$ cat src/rtl/rpm_pkg.sv
// Shared types and constants for the RMS and peak level meter.
`timescale 1ns / 1ps

package rpm_pkg;

    // Width of the energy accumulator and of the shared arithmetic unit.
    localparam int ENERGY_BITS = 64;

    // Level outputs in tenths of a percent of full scale.
    localparam int PM_BITS  = 10;
    localparam int PM_SCALE = 1000;

    // Action codes of an input transfer.
    localparam logic [1:0] ACT_START  = 2'd0;
    localparam logic [1:0] ACT_SAMPLE = 2'd1;
    localparam logic [1:0] ACT_FINISH = 2'd2;

    typedef enum logic {
        ALU_ADD,
        ALU_SUB
    } t_alu_op;

    typedef struct packed {
        t_alu_op                op;
        logic [ENERGY_BITS-1:0] a;
        logic [ENERGY_BITS-1:0] b;
    } t_alu_req;

endpackage

$ cat src/rtl/rpm_alu.sv
// Shared 64-bit add and subtract unit with carry or borrow out.
`timescale 1ns / 1ps

module rpm_alu
    import rpm_pkg::*;
(
    input  t_alu_req               i_req,
    output logic [ENERGY_BITS:0]   o_res
);

    // The top bit is the carry for an add and the borrow (a < b) for a subtract.
    always_comb begin
        case (i_req.op)
            ALU_ADD: o_res = {1'b0, i_req.a} + {1'b0, i_req.b};
            ALU_SUB: o_res = {1'b0, i_req.a} - {1'b0, i_req.b};
            default: o_res = '0;
        endcase
    end

endmodule

$ cat src/rtl/rpm_mul.sv
// Registered unsigned multiplier used for squaring and level scaling.
`timescale 1ns / 1ps

module rpm_mul #(
    parameter int WIDTH = 16
) (
    input  logic               i_clk,
    input  logic [WIDTH-1:0]   i_a,
    input  logic [WIDTH-1:0]   i_b,
    output logic [2*WIDTH-1:0] o_prod
);

    logic [2*WIDTH-1:0] r_prod;

    always_ff @(posedge i_clk) begin
        r_prod <= i_a * i_b;
    end

    assign o_prod = r_prod;

endmodule

$ cat src/rtl/rms_peak_level_meter_core.sv
// Top level of the RMS and peak level meter with its sequencer.
`timescale 1ns / 1ps

// Channel  Direction  Handshake               Payload
// input    in         i_in_valid / o_in_stall  i_action, i_sample
// result   out        o_out_valid / i_out_stall o_count, o_energy, o_peak_level,
//                                              o_rms_level, o_rms_permille,
//                                              o_peak_permille
//
// A start transfer clears and arms the meter; an armed sample with the count below its
// maximum is squared, then accumulated; any other sample leaves the sequencer idle.
// A finish with a nonzero count runs 64 divide and 32 square root steps on the
// shared subtractor, then scaling and load; with a zero count only scaling and load.
// Synchronous active-low reset disarms and clears the meter. A stalled result
// waits in the output register; samples and starts go on, a later finish waits.

module rms_peak_level_meter_core
    import rpm_pkg::*;
#(
    parameter int SAMPLE_BITS = 16,
    parameter int COUNT_BITS  = 32
) (
    input  logic                   i_clk,
    input  logic                   i_rst_n,
    input  logic                   i_in_valid,
    output logic                   o_in_stall,
    input  logic [1:0]             i_action,
    input  logic [SAMPLE_BITS-1:0] i_sample,
    output logic                   o_out_valid,
    input  logic                   i_out_stall,
    output logic [COUNT_BITS-1:0]  o_count,
    output logic [ENERGY_BITS-1:0] o_energy,
    output logic [SAMPLE_BITS-1:0] o_peak_level,
    output logic [SAMPLE_BITS-1:0] o_rms_level,
    output logic [PM_BITS-1:0]     o_rms_permille,
    output logic [PM_BITS-1:0]     o_peak_permille
);

    // The multiplier must hold both a full magnitude and the scale factor.
    localparam int MUL_W = (SAMPLE_BITS > PM_BITS) ? SAMPLE_BITS : PM_BITS;
    localparam logic [COUNT_BITS-1:0]  CNT_MAX  = '1;
    // Rounding term of the level scaling, half of one output step.
    localparam logic [ENERGY_BITS-1:0] HALF_LSB = ENERGY_BITS'(1) << (SAMPLE_BITS - 2);
    localparam logic [ENERGY_BITS-1:0] BIT_INIT = ENERGY_BITS'(1) << (ENERGY_BITS - 2);
    localparam logic [5:0] DIV_LAST  = 6'(ENERGY_BITS - 1);
    localparam logic [5:0] SQRT_LAST = 6'(ENERGY_BITS / 2 - 1);

    typedef enum logic [3:0] {
        S_IDLE,
        S_SQ,
        S_ACC,
        S_DIV,
        S_SQRT,
        S_RMUL,
        S_RADD,
        S_PADD,
        S_LOAD
    } t_state;

    t_state                 r_state;
    logic                   r_armed;
    logic [ENERGY_BITS-1:0] r_energy;
    logic [COUNT_BITS-1:0]  r_count;
    logic [SAMPLE_BITS-1:0] r_peak;
    logic [SAMPLE_BITS-1:0] r_mag;
    logic [ENERGY_BITS-1:0] r_num;
    logic [COUNT_BITS-1:0]  r_rem;
    logic [ENERGY_BITS-1:0] r_root;
    logic [ENERGY_BITS-1:0] r_bit;
    logic [5:0]             r_step;
    logic [SAMPLE_BITS-1:0] r_rms;
    logic [PM_BITS-1:0]     r_rms_pm;
    logic [PM_BITS-1:0]     r_pk_pm;
    logic                   r_out_valid;
    logic [COUNT_BITS-1:0]  r_o_count;
    logic [ENERGY_BITS-1:0] r_o_energy;
    logic [SAMPLE_BITS-1:0] r_o_peak;
    logic [SAMPLE_BITS-1:0] r_o_rms;
    logic [PM_BITS-1:0]     r_o_rms_pm;
    logic [PM_BITS-1:0]     r_o_pk_pm;

    logic                   w_accept;
    logic [SAMPLE_BITS-1:0] w_mag;
    logic [MUL_W-1:0]       w_mul_a;
    logic [MUL_W-1:0]       w_mul_b;
    logic [2*MUL_W-1:0]     w_prod;
    t_alu_req               w_alu_req;
    logic [ENERGY_BITS:0]   w_alu_res;
    logic                   w_borrow;
    logic [COUNT_BITS:0]    w_shift;
    logic [ENERGY_BITS-1:0] w_root_next;
    logic [PM_BITS-1:0]     w_pm;

    // Input transfers are taken only while the sequencer is idle.
    assign o_in_stall = (r_state != S_IDLE);
    assign w_accept   = i_in_valid && !o_in_stall;

    // Magnitude of the two's complement sample; the most negative code maps to
    // full scale, which still fits unsigned in the sample width.
    assign w_mag = i_sample[SAMPLE_BITS-1] ? (~i_sample + SAMPLE_BITS'(1)) : i_sample;

    // The multiplier squares a sample, then scales the RMS and the peak.
    // Its product is registered, so it appears in the cycle after its operands are presented.
    always_comb begin
        case (r_state)
            S_RMUL: begin
                w_mul_a = MUL_W'(r_rms);
                w_mul_b = MUL_W'(PM_SCALE);
            end
            S_RADD: begin
                w_mul_a = MUL_W'(r_peak);
                w_mul_b = MUL_W'(PM_SCALE);
            end
            default: begin
                w_mul_a = MUL_W'(r_mag);
                w_mul_b = MUL_W'(r_mag);
            end
        endcase
    end

    rpm_mul #(
        .WIDTH (MUL_W)
    ) u_mul (
        .i_clk  (i_clk),
        .i_a    (w_mul_a),
        .i_b    (w_mul_b),
        .o_prod (w_prod)
    );

    // Partial remainder with the next dividend bit brought in.
    assign w_shift = {r_rem, r_num[ENERGY_BITS-1]};

    // The shared unit serves energy accumulation, the restoring divide, the
    // digit-by-digit square root and the rounding of both levels.
    always_comb begin
        case (r_state)
            S_ACC: begin
                w_alu_req.op = ALU_ADD;
                w_alu_req.a  = r_energy;
                w_alu_req.b  = ENERGY_BITS'(w_prod);
            end
            S_DIV: begin
                w_alu_req.op = ALU_SUB;
                w_alu_req.a  = ENERGY_BITS'(w_shift);
                w_alu_req.b  = ENERGY_BITS'(r_count);
            end
            S_SQRT: begin
                // The trial bit always lies below the set bits of the root,
                // so the OR equals the sum.
                w_alu_req.op = ALU_SUB;
                w_alu_req.a  = r_num;
                w_alu_req.b  = r_root | r_bit;
            end
            S_RADD, S_PADD: begin
                w_alu_req.op = ALU_ADD;
                w_alu_req.a  = ENERGY_BITS'(w_prod);
                w_alu_req.b  = HALF_LSB;
            end
            default: begin
                w_alu_req.op = ALU_ADD;
                w_alu_req.a  = '0;
                w_alu_req.b  = '0;
            end
        endcase
    end

    rpm_alu u_alu (
        .i_req (w_alu_req),
        .o_res (w_alu_res)
    );

    assign w_borrow    = w_alu_res[ENERGY_BITS];
    assign w_root_next = w_borrow ? (r_root >> 1) : ((r_root >> 1) | r_bit);
    assign w_pm        = w_alu_res[SAMPLE_BITS-1 +: PM_BITS];

    always_ff @(posedge i_clk) begin
        if (!i_rst_n) begin
            r_state     <= S_IDLE;
            r_armed     <= 1'b0;
            r_energy    <= '0;
            r_count     <= '0;
            r_peak      <= '0;
            r_out_valid <= 1'b0;
        end else begin
            // The load step handles its own release of the output register.
            if (r_out_valid && !i_out_stall && (r_state != S_LOAD)) begin
                r_out_valid <= 1'b0;
            end
            case (r_state)
                S_IDLE: begin
                    if (w_accept) begin
                        case (i_action)
                            ACT_START: begin
                                r_energy <= '0;
                                r_count  <= '0;
                                r_peak   <= '0;
                                r_armed  <= 1'b1;
                            end
                            ACT_SAMPLE: begin
                                if (r_armed) begin
                                    if (w_mag > r_peak) begin
                                        r_peak <= w_mag;
                                    end
                                    if (r_count != CNT_MAX) begin
                                        r_mag   <= w_mag;
                                        r_state <= S_SQ;
                                    end
                                end
                            end
                            ACT_FINISH: begin
                                r_armed <= 1'b0;
                                if (r_count == '0) begin
                                    r_rms   <= '0;
                                    r_state <= S_RMUL;
                                end else begin
                                    r_rem   <= '0;
                                    r_num   <= r_energy;
                                    r_step  <= DIV_LAST;
                                    r_state <= S_DIV;
                                end
                            end
                            default: begin
                            end
                        endcase
                    end
                end
                S_SQ: begin
                    r_state <= S_ACC;
                end
                S_ACC: begin
                    // Saturate on carry out of the energy sum.
                    r_energy <= w_borrow ? '1 : w_alu_res[ENERGY_BITS-1:0];
                    r_count  <= r_count + COUNT_BITS'(1);
                    r_state  <= S_IDLE;
                end
                S_DIV: begin
                    r_rem <= w_borrow ? w_shift[COUNT_BITS-1:0]
                                      : w_alu_res[COUNT_BITS-1:0];
                    r_num <= {r_num[ENERGY_BITS-2:0], !w_borrow};
                    if (r_step == '0) begin
                        r_root  <= '0;
                        r_bit   <= BIT_INIT;
                        r_step  <= SQRT_LAST;
                        r_state <= S_SQRT;
                    end else begin
                        r_step <= r_step - 6'd1;
                    end
                end
                S_SQRT: begin
                    if (!w_borrow) begin
                        r_num <= w_alu_res[ENERGY_BITS-1:0];
                    end
                    r_root <= w_root_next;
                    r_bit  <= r_bit >> 2;
                    if (r_step == '0) begin
                        r_rms   <= w_root_next[SAMPLE_BITS-1:0];
                        r_state <= S_RMUL;
                    end else begin
                        r_step <= r_step - 6'd1;
                    end
                end
                S_RMUL: begin
                    r_state <= S_RADD;
                end
                S_RADD: begin
                    r_rms_pm <= w_pm;
                    r_state  <= S_PADD;
                end
                S_PADD: begin
                    r_pk_pm <= w_pm;
                    r_state <= S_LOAD;
                end
                S_LOAD: begin
                    // Wait until the output register is free, then load it.
                    if (!r_out_valid || !i_out_stall) begin
                        r_o_count   <= r_count;
                        r_o_energy  <= r_energy;
                        r_o_peak    <= r_peak;
                        r_o_rms     <= r_rms;
                        r_o_rms_pm  <= r_rms_pm;
                        r_o_pk_pm   <= r_pk_pm;
                        r_out_valid <= 1'b1;
                        r_state     <= S_IDLE;
                    end
                end
                default: begin
                    r_state <= S_IDLE;
                end
            endcase
        end
    end

    assign o_out_valid     = r_out_valid;
    assign o_count         = r_o_count;
    assign o_energy        = r_o_energy;
    assign o_peak_level    = r_o_peak;
    assign o_rms_level     = r_o_rms;
    assign o_rms_permille  = r_o_rms_pm;
    assign o_peak_permille = r_o_pk_pm;

    // The divide only runs with a nonzero divisor.
    a_div_nonzero: assert property (@(posedge i_clk) disable iff (!i_rst_n)
        (r_state == S_DIV) |-> (r_count != '0))
        else $error("divide running with zero count");

    // The partial remainder of the restoring divide stays below the divisor.
    a_rem_bound: assert property (@(posedge i_clk) disable iff (!i_rst_n)
        (r_state == S_DIV) |-> (r_rem < r_count))
        else $error("divide remainder out of range");

    // Exactly one trial bit is live during the square root.
    a_bit_onehot: assert property (@(posedge i_clk) disable iff (!i_rst_n)
        (r_state == S_SQRT) |-> $onehot(r_bit))
        else $error("square root trial bit lost");

    // A start transfer leaves the meter armed with cleared accumulators.
    a_start_clears: assert property (@(posedge i_clk) disable iff (!i_rst_n)
        (w_accept && i_action == ACT_START) |=>
        (r_armed && r_count == '0 && r_energy == '0 && r_peak == '0))
        else $error("start did not clear the accumulators");

    // A result only appears after the load step.
    a_load_only: assert property (@(posedge i_clk) disable iff (!i_rst_n)
        $rose(r_out_valid) |-> $past(r_state == S_LOAD))
        else $error("result presented outside the load step");

endmodule

$ cat config.mk
export PLATFORM = sky130hd
export DESIGN_NAME = rms_peak_level_meter_core
export DESIGN_NICKNAME = d
export VERILOG_FILES = /design/src/rtl/rpm_pkg.sv /design/src/rtl/rpm_alu.sv /design/src/rtl/rpm_mul.sv /design/src/rtl/rms_peak_level_meter_core.sv
export SDC_FILE = /design/constraint.sdc
export NUM_CORES = 2
export LEC_CHECK = 0
export ABC_CLOCK_PERIOD_IN_PS = 26400
export CAP_MARGIN = 20
export CORE_AREA = 5 5 288 290
export DETAILED_ROUTE_END_ITERATION = 6
export DIE_AREA = 0 0 293 295
export DONT_BUFFER_PORTS = 1
export PLACE_DENSITY = 0.67
export SLEW_MARGIN = 20
export SYNTH_ARGS = -nofsm -noshare
export SYNTH_HDL_FRONTEND = slang
export SYNTH_SLANG_ARGS = --single-unit
$ cat constraint.sdc
create_clock -name i_clk -period 26.4 [get_ports i_clk]
set_clock_uncertainty 0.2 [all_clocks]
set_input_delay 1.32 -clock i_clk [delete_from_list [all_inputs] [get_ports i_clk]]
set_output_delay 1.32 -clock i_clk [all_outputs]
set_load 0.05 [all_outputs]
; ---- Yosys cells after proc, flatten, opt, wreduce, memory -nomap -nowiden
; Cells that the tools add are included.
[word_totals]
reg_bits = 580
out_inout_bits = 150
word_cells = 149
[classes]
n_addsub = 5
n_mul = 1
magnitude_cmp = 1
eq_ne = 27
n_mux = 54
bitwise_logic = 4
n_reduce_logical = 35
[ops]
columns = operator, n
row1 = 64-bit 2-to-1 mux, 10
row2 = 129-bit case mux with 4 select lines, 1
row3 = 64-bit case mux with 2 select lines, 3
row4 = 32-bit 2-to-1 mux, 6
row5 = 64-bit case mux with 3 select lines, 1
row6 = 65-bit case mux with 2 select lines, 1
row7 = 16-bit 2-to-1 mux, 8
row8 = 32-bit case mux with 2 select lines, 2
row9 = 16-bit case mux with 2 select lines, 3
row10 = 64-bit by 64-bit adder with 65-bit output, 1
row11 = 64-bit by 64-bit subtractor with 65-bit output, 1
row12 = 63-bit by 64-bit bitwise OR with 64-bit output, 1
row13 = 64-bit bitwise OR, 1
row14 = 32-bit by 1-bit adder with 32-bit output (second input constant), 1
row15 = 32-bit zero test, 1
row16 = 16-bit by 16-bit multiplier with 32-bit output, 1
row17 = 32-bit inequality test (second input constant), 1
row18 = 4-bit case mux with 8 select lines, 1
row19 = 6-bit 2-to-1 mux, 5
row20 = 4-bit 2-to-1 mux, 6
row21 = 6-bit AND reduction, 4
row22 = 2-bit inequality test (second input constant), 10
row23 = 6-bit case mux with 3 select lines, 1
row24 = 16-bit by 1-bit adder with 16-bit output (second input constant), 1
row25 = other kinds (32), 56

; ---- Depth between registers and ports, before layout
[depth]
ltp_word = 8
ltp_mapped = 34
mapped_depth_nobuf = 29

; ---- Modules after synthesis
; From an unflattened synthesis, not the netlist that was laid out.
[hier_totals]
cells_unflattened = 3778
area_unflattened_um2 = 36905.4
[by_module_without_submodules]
columns = mod, n_inst, cells_each, area_per_inst_um2
row1 = rms_peak_level_meter_core, 1, 1897, 22089.9
row2 = rpm_mul, 1, 1051, 9327.7
row3 = rpm_alu, 1, 830, 5487.8

; ---- Least setup slack after synthesis
; No wires, ideal clock.
[synth_timing]
kind = register to register
start = register r_state[0]
end = register r_num[0], enable pin
setup_ns = 0.582
arrival_ns = 9.802
required_time_ns = 25.618
slack_ns = 15.817
path_stages_with_launch = 26
period_less_slack_ns = 10.583
path_cell_list = dfxtp_1 buf_6 buf_4 mux2i_1 nor2_1 nor4_2 nand3_1 or4b_4 or2_1 nor2_1 and2_4 a31oi_2 buf_2 a21oi_1 ha_1 clkbuf_1 a21o_1 a21oi_1 o221ai_1 a221oi_1 o21ai_0 nor3_1 o21ai_2 xor2_2 buf_4 a211oi_1
[synth_via]
elab_chain_len = 7
elab_cells_between_ends = 21
[synth_lines]
columns = item, line
row1 = from (decl), rms_peak_level_meter_core.sv:60  ; t_state r_state;
row2 = from (signal assigned), rms_peak_level_meter_core.sv:178  ; r_state <= S_IDLE;
row3 = from (signal assigned), rms_peak_level_meter_core.sv:206  ; r_state <= S_SQ;
row4 = from (signal assigned), rms_peak_level_meter_core.sv:214  ; r_state <= S_RMUL;
row5 = 4-bit by 3-bit == test with 1-bit output, rms_peak_level_meter_core.sv:136  ; case (r_state)
row6 = 2-bit OR reduction, rms_peak_level_meter_core.sv:136
row7 = 129-bit case mux with 4 select lines, rms_peak_level_meter_core.sv:136
row8 = 64-bit by 64-bit subtractor with 65-bit output (tied with other cells), rpm_alu.sv:15  ; ALU_SUB: o_res = {1'b0, i_req.a} - {1'b0, i_req.b};
row9 = 65-bit case mux with 2 select lines, rpm_alu.sv:13  ; case (i_req.op)
row10 = 2-bit inequality test (no line), --
row11 = 6-bit AND reduction (no line) (*), --
row12 = to (signal assigned), rms_peak_level_meter_core.sv:217  ; r_num <= r_energy;
row13 = to (signal assigned), rms_peak_level_meter_core.sv:239  ; r_num <= {r_num[ENERGY_BITS-2:0], !w_borrow};
row14 = to (signal assigned), rms_peak_level_meter_core.sv:251  ; r_num <= w_alu_res[ENERGY_BITS-1:0];
row15 = to (decl), rms_peak_level_meter_core.sv:66  ; logic [ENERGY_BITS-1:0] r_num;
; Every way passes the cells marked *; elsewhere a longest branch is shown, timed or not.
; A chain may end at the register's enable or synchronous reset.

; ---- Worst setup path in the final report
[layout_timing]
start = register r_state[2]
end = register u_mul.r_prod[30], in the netlist u_mul.o_prod[30]
[layout_via]
elab_chain_len = 4
elab_cells_between_ends = 6
[layout_lines]
columns = item, line
row1 = 4-bit by 3-bit == test with 1-bit output, rms_peak_level_meter_core.sv:105  ; case (r_state)
row2 = 2-bit OR reduction (no line), --
row3 = 16-bit 2-to-1 mux, rms_peak_level_meter_core.sv:105
row4 = 16-bit by 16-bit multiplier with 32-bit output (*), rpm_mul.sv:16  ; r_prod <= i_a * i_b;
row5 = to (signal assigned), rpm_mul.sv:16
row6 = to (decl), rpm_mul.sv:13  ; logic [2*WIDTH-1:0] r_prod;
; Marked as above.

==> results.cfg <==
[timing]
worst_slew_pin_slew_ps = 1150
setup_viol_count_final = 0
finalMaxSlewViolations = 0
finalHoldWorstSlack_ps = 219
postLayoutSetupSlackWorst_ps = 16390
slew_headroom_pct = 23.2
finalSetupTns_ps = 0
clock.fmax_mhz = 99.9
min_period_ps = 10010
timing.final.hold_violations = 0
grt_setup_unrepaired = false
period_share_pct = 37.9

[die]
die_w_um = 293
start_util_pct = 44.5
die_area_um2 = 86400
core_region_area_um2 = 80000
floorplan.rows = 104
ioPinCount = 172
fp.dieH_um = 295

[grt]
grt_pass1_vias = 26200
grt-busiest-layer = met2
gr-total-overflow = 0
antenna_violations_before_repair = 5
gr-usage-met3_pct = 3.62
track_usage_pct = 24.2
met1_usage_pct = 32.5
grt.met2_usage_pct = 40.5
first_pass_grt_wire_length_um = 163000
largest_net_degree_at_the_start_of_global_routing = 87

[clock_tree]
cts_num_sinks = 547
tritoncts = done
cts_max_level = 2
clock_latency_ps = 630
max-clock-path-buffers = 3
cts.repair_timing.setup_buffer_count = 0
numCtsBuffers = 59
cts.clk_slew.worst_paths_ps = 60
cts_hold_buffers = 0
post_cts_resized = 0
clock-root-buffer = sky130_fd_sc_hd__clkbuf_16

[run_status]
status = finished, final reports clean

[critical_path]
worstPathArrival_ps = 10360
r2r_cells = 30
worst_setup_path_start_kind = register
crit_required_ps = 26750
timing.critical_path.mode_cell = sky130_fd_sc_hd__fa_1
slowest_cell_on_crit_path = sky130_fd_sc_hd__a221oi_1
criticalPathCategory = reg2reg
crit_path_max_incr_delay_ps = 820
crit_path_capture_type = register
worst-path-max-fanout = 44

[layout]
final_area_um2 = 38600
final_common_cell = sky130_fd_sc_hd__nand2_1
non_filler_instance_count_after_layout = 4617
nNetsFinal = 3911
fillCellCount = 7384
mostFrequentLayoutCells = sky130_fd_sc_hd__nand2_1, sky130_fd_sc_hd__edfxtp_1, sky130_fd_sc_hd__nor2_1
layout_cell_share_with_drive_strength_beyond_1_pct = 5.06
flow.area_growth_from_synthesis_pct = 8.37

[placement]
placed_instances = 4501
place_congestion = 0.966
preCtsSetupSlack_ps = 16530
dpl_cell_area_um2 = 36600
hpwl_um = 79200
port_buffers = 0

[synthesis]
combinational_family_with_the_most_area_after_synthesis = adder cells
synth_edf_count = 397
xor_and_xnor_fraction_of_the_mapped_netlist_area_pct = 3.86
sequential_to_total_area_share_from_yosys_stat_pct = 41.9
synth_warnings = 0
synth-adder-area-share_pct = 17.6
asyncSetResetFlopFracSynth_pct = 0
seq_cells_post_synth = 547
synth_mux_area_share_pct = 1.19
number_of_distinct_standard_cells_referenced_by_the_synthesized_netlist = 89
ys_dominant_reg_cell = sky130_fd_sc_hd__edfxtp_1
synth_compound_gate_area_share_pct = 15.2
syn_inst = 3598
synth_largest_area_cell = sky130_fd_sc_hd__edfxtp_1
post-synth-top-area-fraction_pct = 33.5
synth-simple-area-share_pct = 14.6
synth_nets = 4005
netlist_top_cells_area = sky130_fd_sc_hd__edfxtp_1, sky130_fd_sc_hd__fa_1, sky130_fd_sc_hd__dfxtp_1, sky130_fd_sc_hd__ha_1, sky130_fd_sc_hd__nand2_1
synth.cell_area_um2 = 35600
post_synth.cell_area_avg_um2 = 9.90

[routing]
routed_wire_length_per_instance_um = 23.3
route.antenna.remaining_nets = 0
route.vias.total = 27000
dr.first_iter.drc_count = 2608
wl_um = 107000
via_per_inst = 5.86
drtPass1Iterations = 5
drc = 0

[worst_hold_path]
path_type_of_the_worst_min_delay_path = reg2reg
holdPathStages = 0

[pwr]
worst_ir_drop_vdd_v = 0.000120
p_per_area_nw_per_um2 = 122
static_leakage_power_nw = 15.3

[run]
timing.max_cap.violations = 0
sequential cells by signal (all words and copies together), names as in the netlist, 16 cells and up:
name,cells
o_rms_level,16
r_peak,16
r_bit,32
r_rms,16
r_root,63
o_count,32
u_mul.o_prod,32
r_num,64
o_peak_level,16
r_count,32
o_energy,64
r_mag,16
r_rem,32
r_energy,64
worst max-delay path, delay by kind of cell (launching register included):
family	cells	cell delay [ps]
flip-flops	1	800
AO/OA/AOI/OAI	10	2910
AND/OR/NAND/NOR	5	1350
XOR/XNOR	1	150
adder cells (fa/ha/maj)	7	3290
buffers and inverters	7	1160
synth_stat cells, types with 30 or more instances:
cell type,instances
sky130_fd_sc_hd__ha_1,190
sky130_fd_sc_hd__dfxtp_1,150
sky130_fd_sc_hd__nand3_1,42
sky130_fd_sc_hd__xor2_1,60
sky130_fd_sc_hd__fa_1,195
sky130_fd_sc_hd__o21ai_1,53
sky130_fd_sc_hd__a22o_1,42
sky130_fd_sc_hd__nand2_1,428
sky130_fd_sc_hd__clkbuf_1,161
sky130_fd_sc_hd__and3_1,42
sky130_fd_sc_hd__a21o_1,44
sky130_fd_sc_hd__a22oi_1,144
sky130_fd_sc_hd__nor2_1,335
sky130_fd_sc_hd__xnor2_1,95
sky130_fd_sc_hd__edfxtp_1,397
sky130_fd_sc_hd__nor3_1,30
sky130_fd_sc_hd__and2_1,99
sky130_fd_sc_hd__mux2i_1,39
sky130_fd_sc_hd__a21oi_1,191
sky130_fd_sc_hd__inv_1,316
sky130_fd_sc_hd__o21ai_0,126
sky130_fd_sc_hd__nand4_1,40
final cells by class:
type | count | area [um2] | area share, %
clock buffers | 81 | 1610 | 4.17
repair buffers | 43 | 333 | 0.862
well taps | 1060 | 1330 | 3.44
diodes | 3 | 7.51 | 0.0194
flip-flops and latches | 547 | 14900 | 38.7
clock inverters | 30 | 395 | 1.02
inverters | 318 | 1190 | 3.09
multi-input cells | 2535 | 18800 | 48.7
routing by layer:
| metal | wire length [um] | part of all wire, % |
|---|---|---|
| met1 | 44300 | 41 |
| met2 | 51600 | 48 |
| met3 | 7490 | 7.0 |
| met4 | 4000 | 3.7 |
| met5 | 13 | 0.012 |
power breakdown:
group | switching [mW] | leakage, nW | total, mW | internal [mW]
clock network | 0.358 | 0.970 | 0.857 | 0.499
registers | 0.0912 | 4.69 | 1.13 | 1.03
logic | 1.76 | 9.62 | 2.73 | 0.965
total | 2.21 | 15.3 | 4.71 | 2.50
path summary, 6_finish.rpt:
path                                  start           endpoint  slack (ps)
worst max-delay path             r_state[2]   u_mul.o_prod[30]       16390
worst min-delay path            r_rms_pm[5]  o_rms_permille[5]         220
worst max register to register   r_state[2]   u_mul.o_prod[30]       16390
worst min register to register  r_rms_pm[5]  o_rms_permille[5]         220
stage by stage:
stage / util, % / power [mW]
5_1_grt: 48.2 / 5.04
3_3_place_gp: 45.7 / 3.80
4_1_cts: 48.2 / 4.70
6_report: 48.2 / 4.71
3_5_place_dp: 45.7 / 3.82
2_1_floorplan: - / 3.07
cells by family after synthesis:
kind of cell | count (synthesis)
simple gates | 1138
flops | 547
fa+ha+maj | 385
mux | 42
xor+xnor | 156
buf+inv | 516
compound gates | 814
Power figures use the tool's default switching activity.
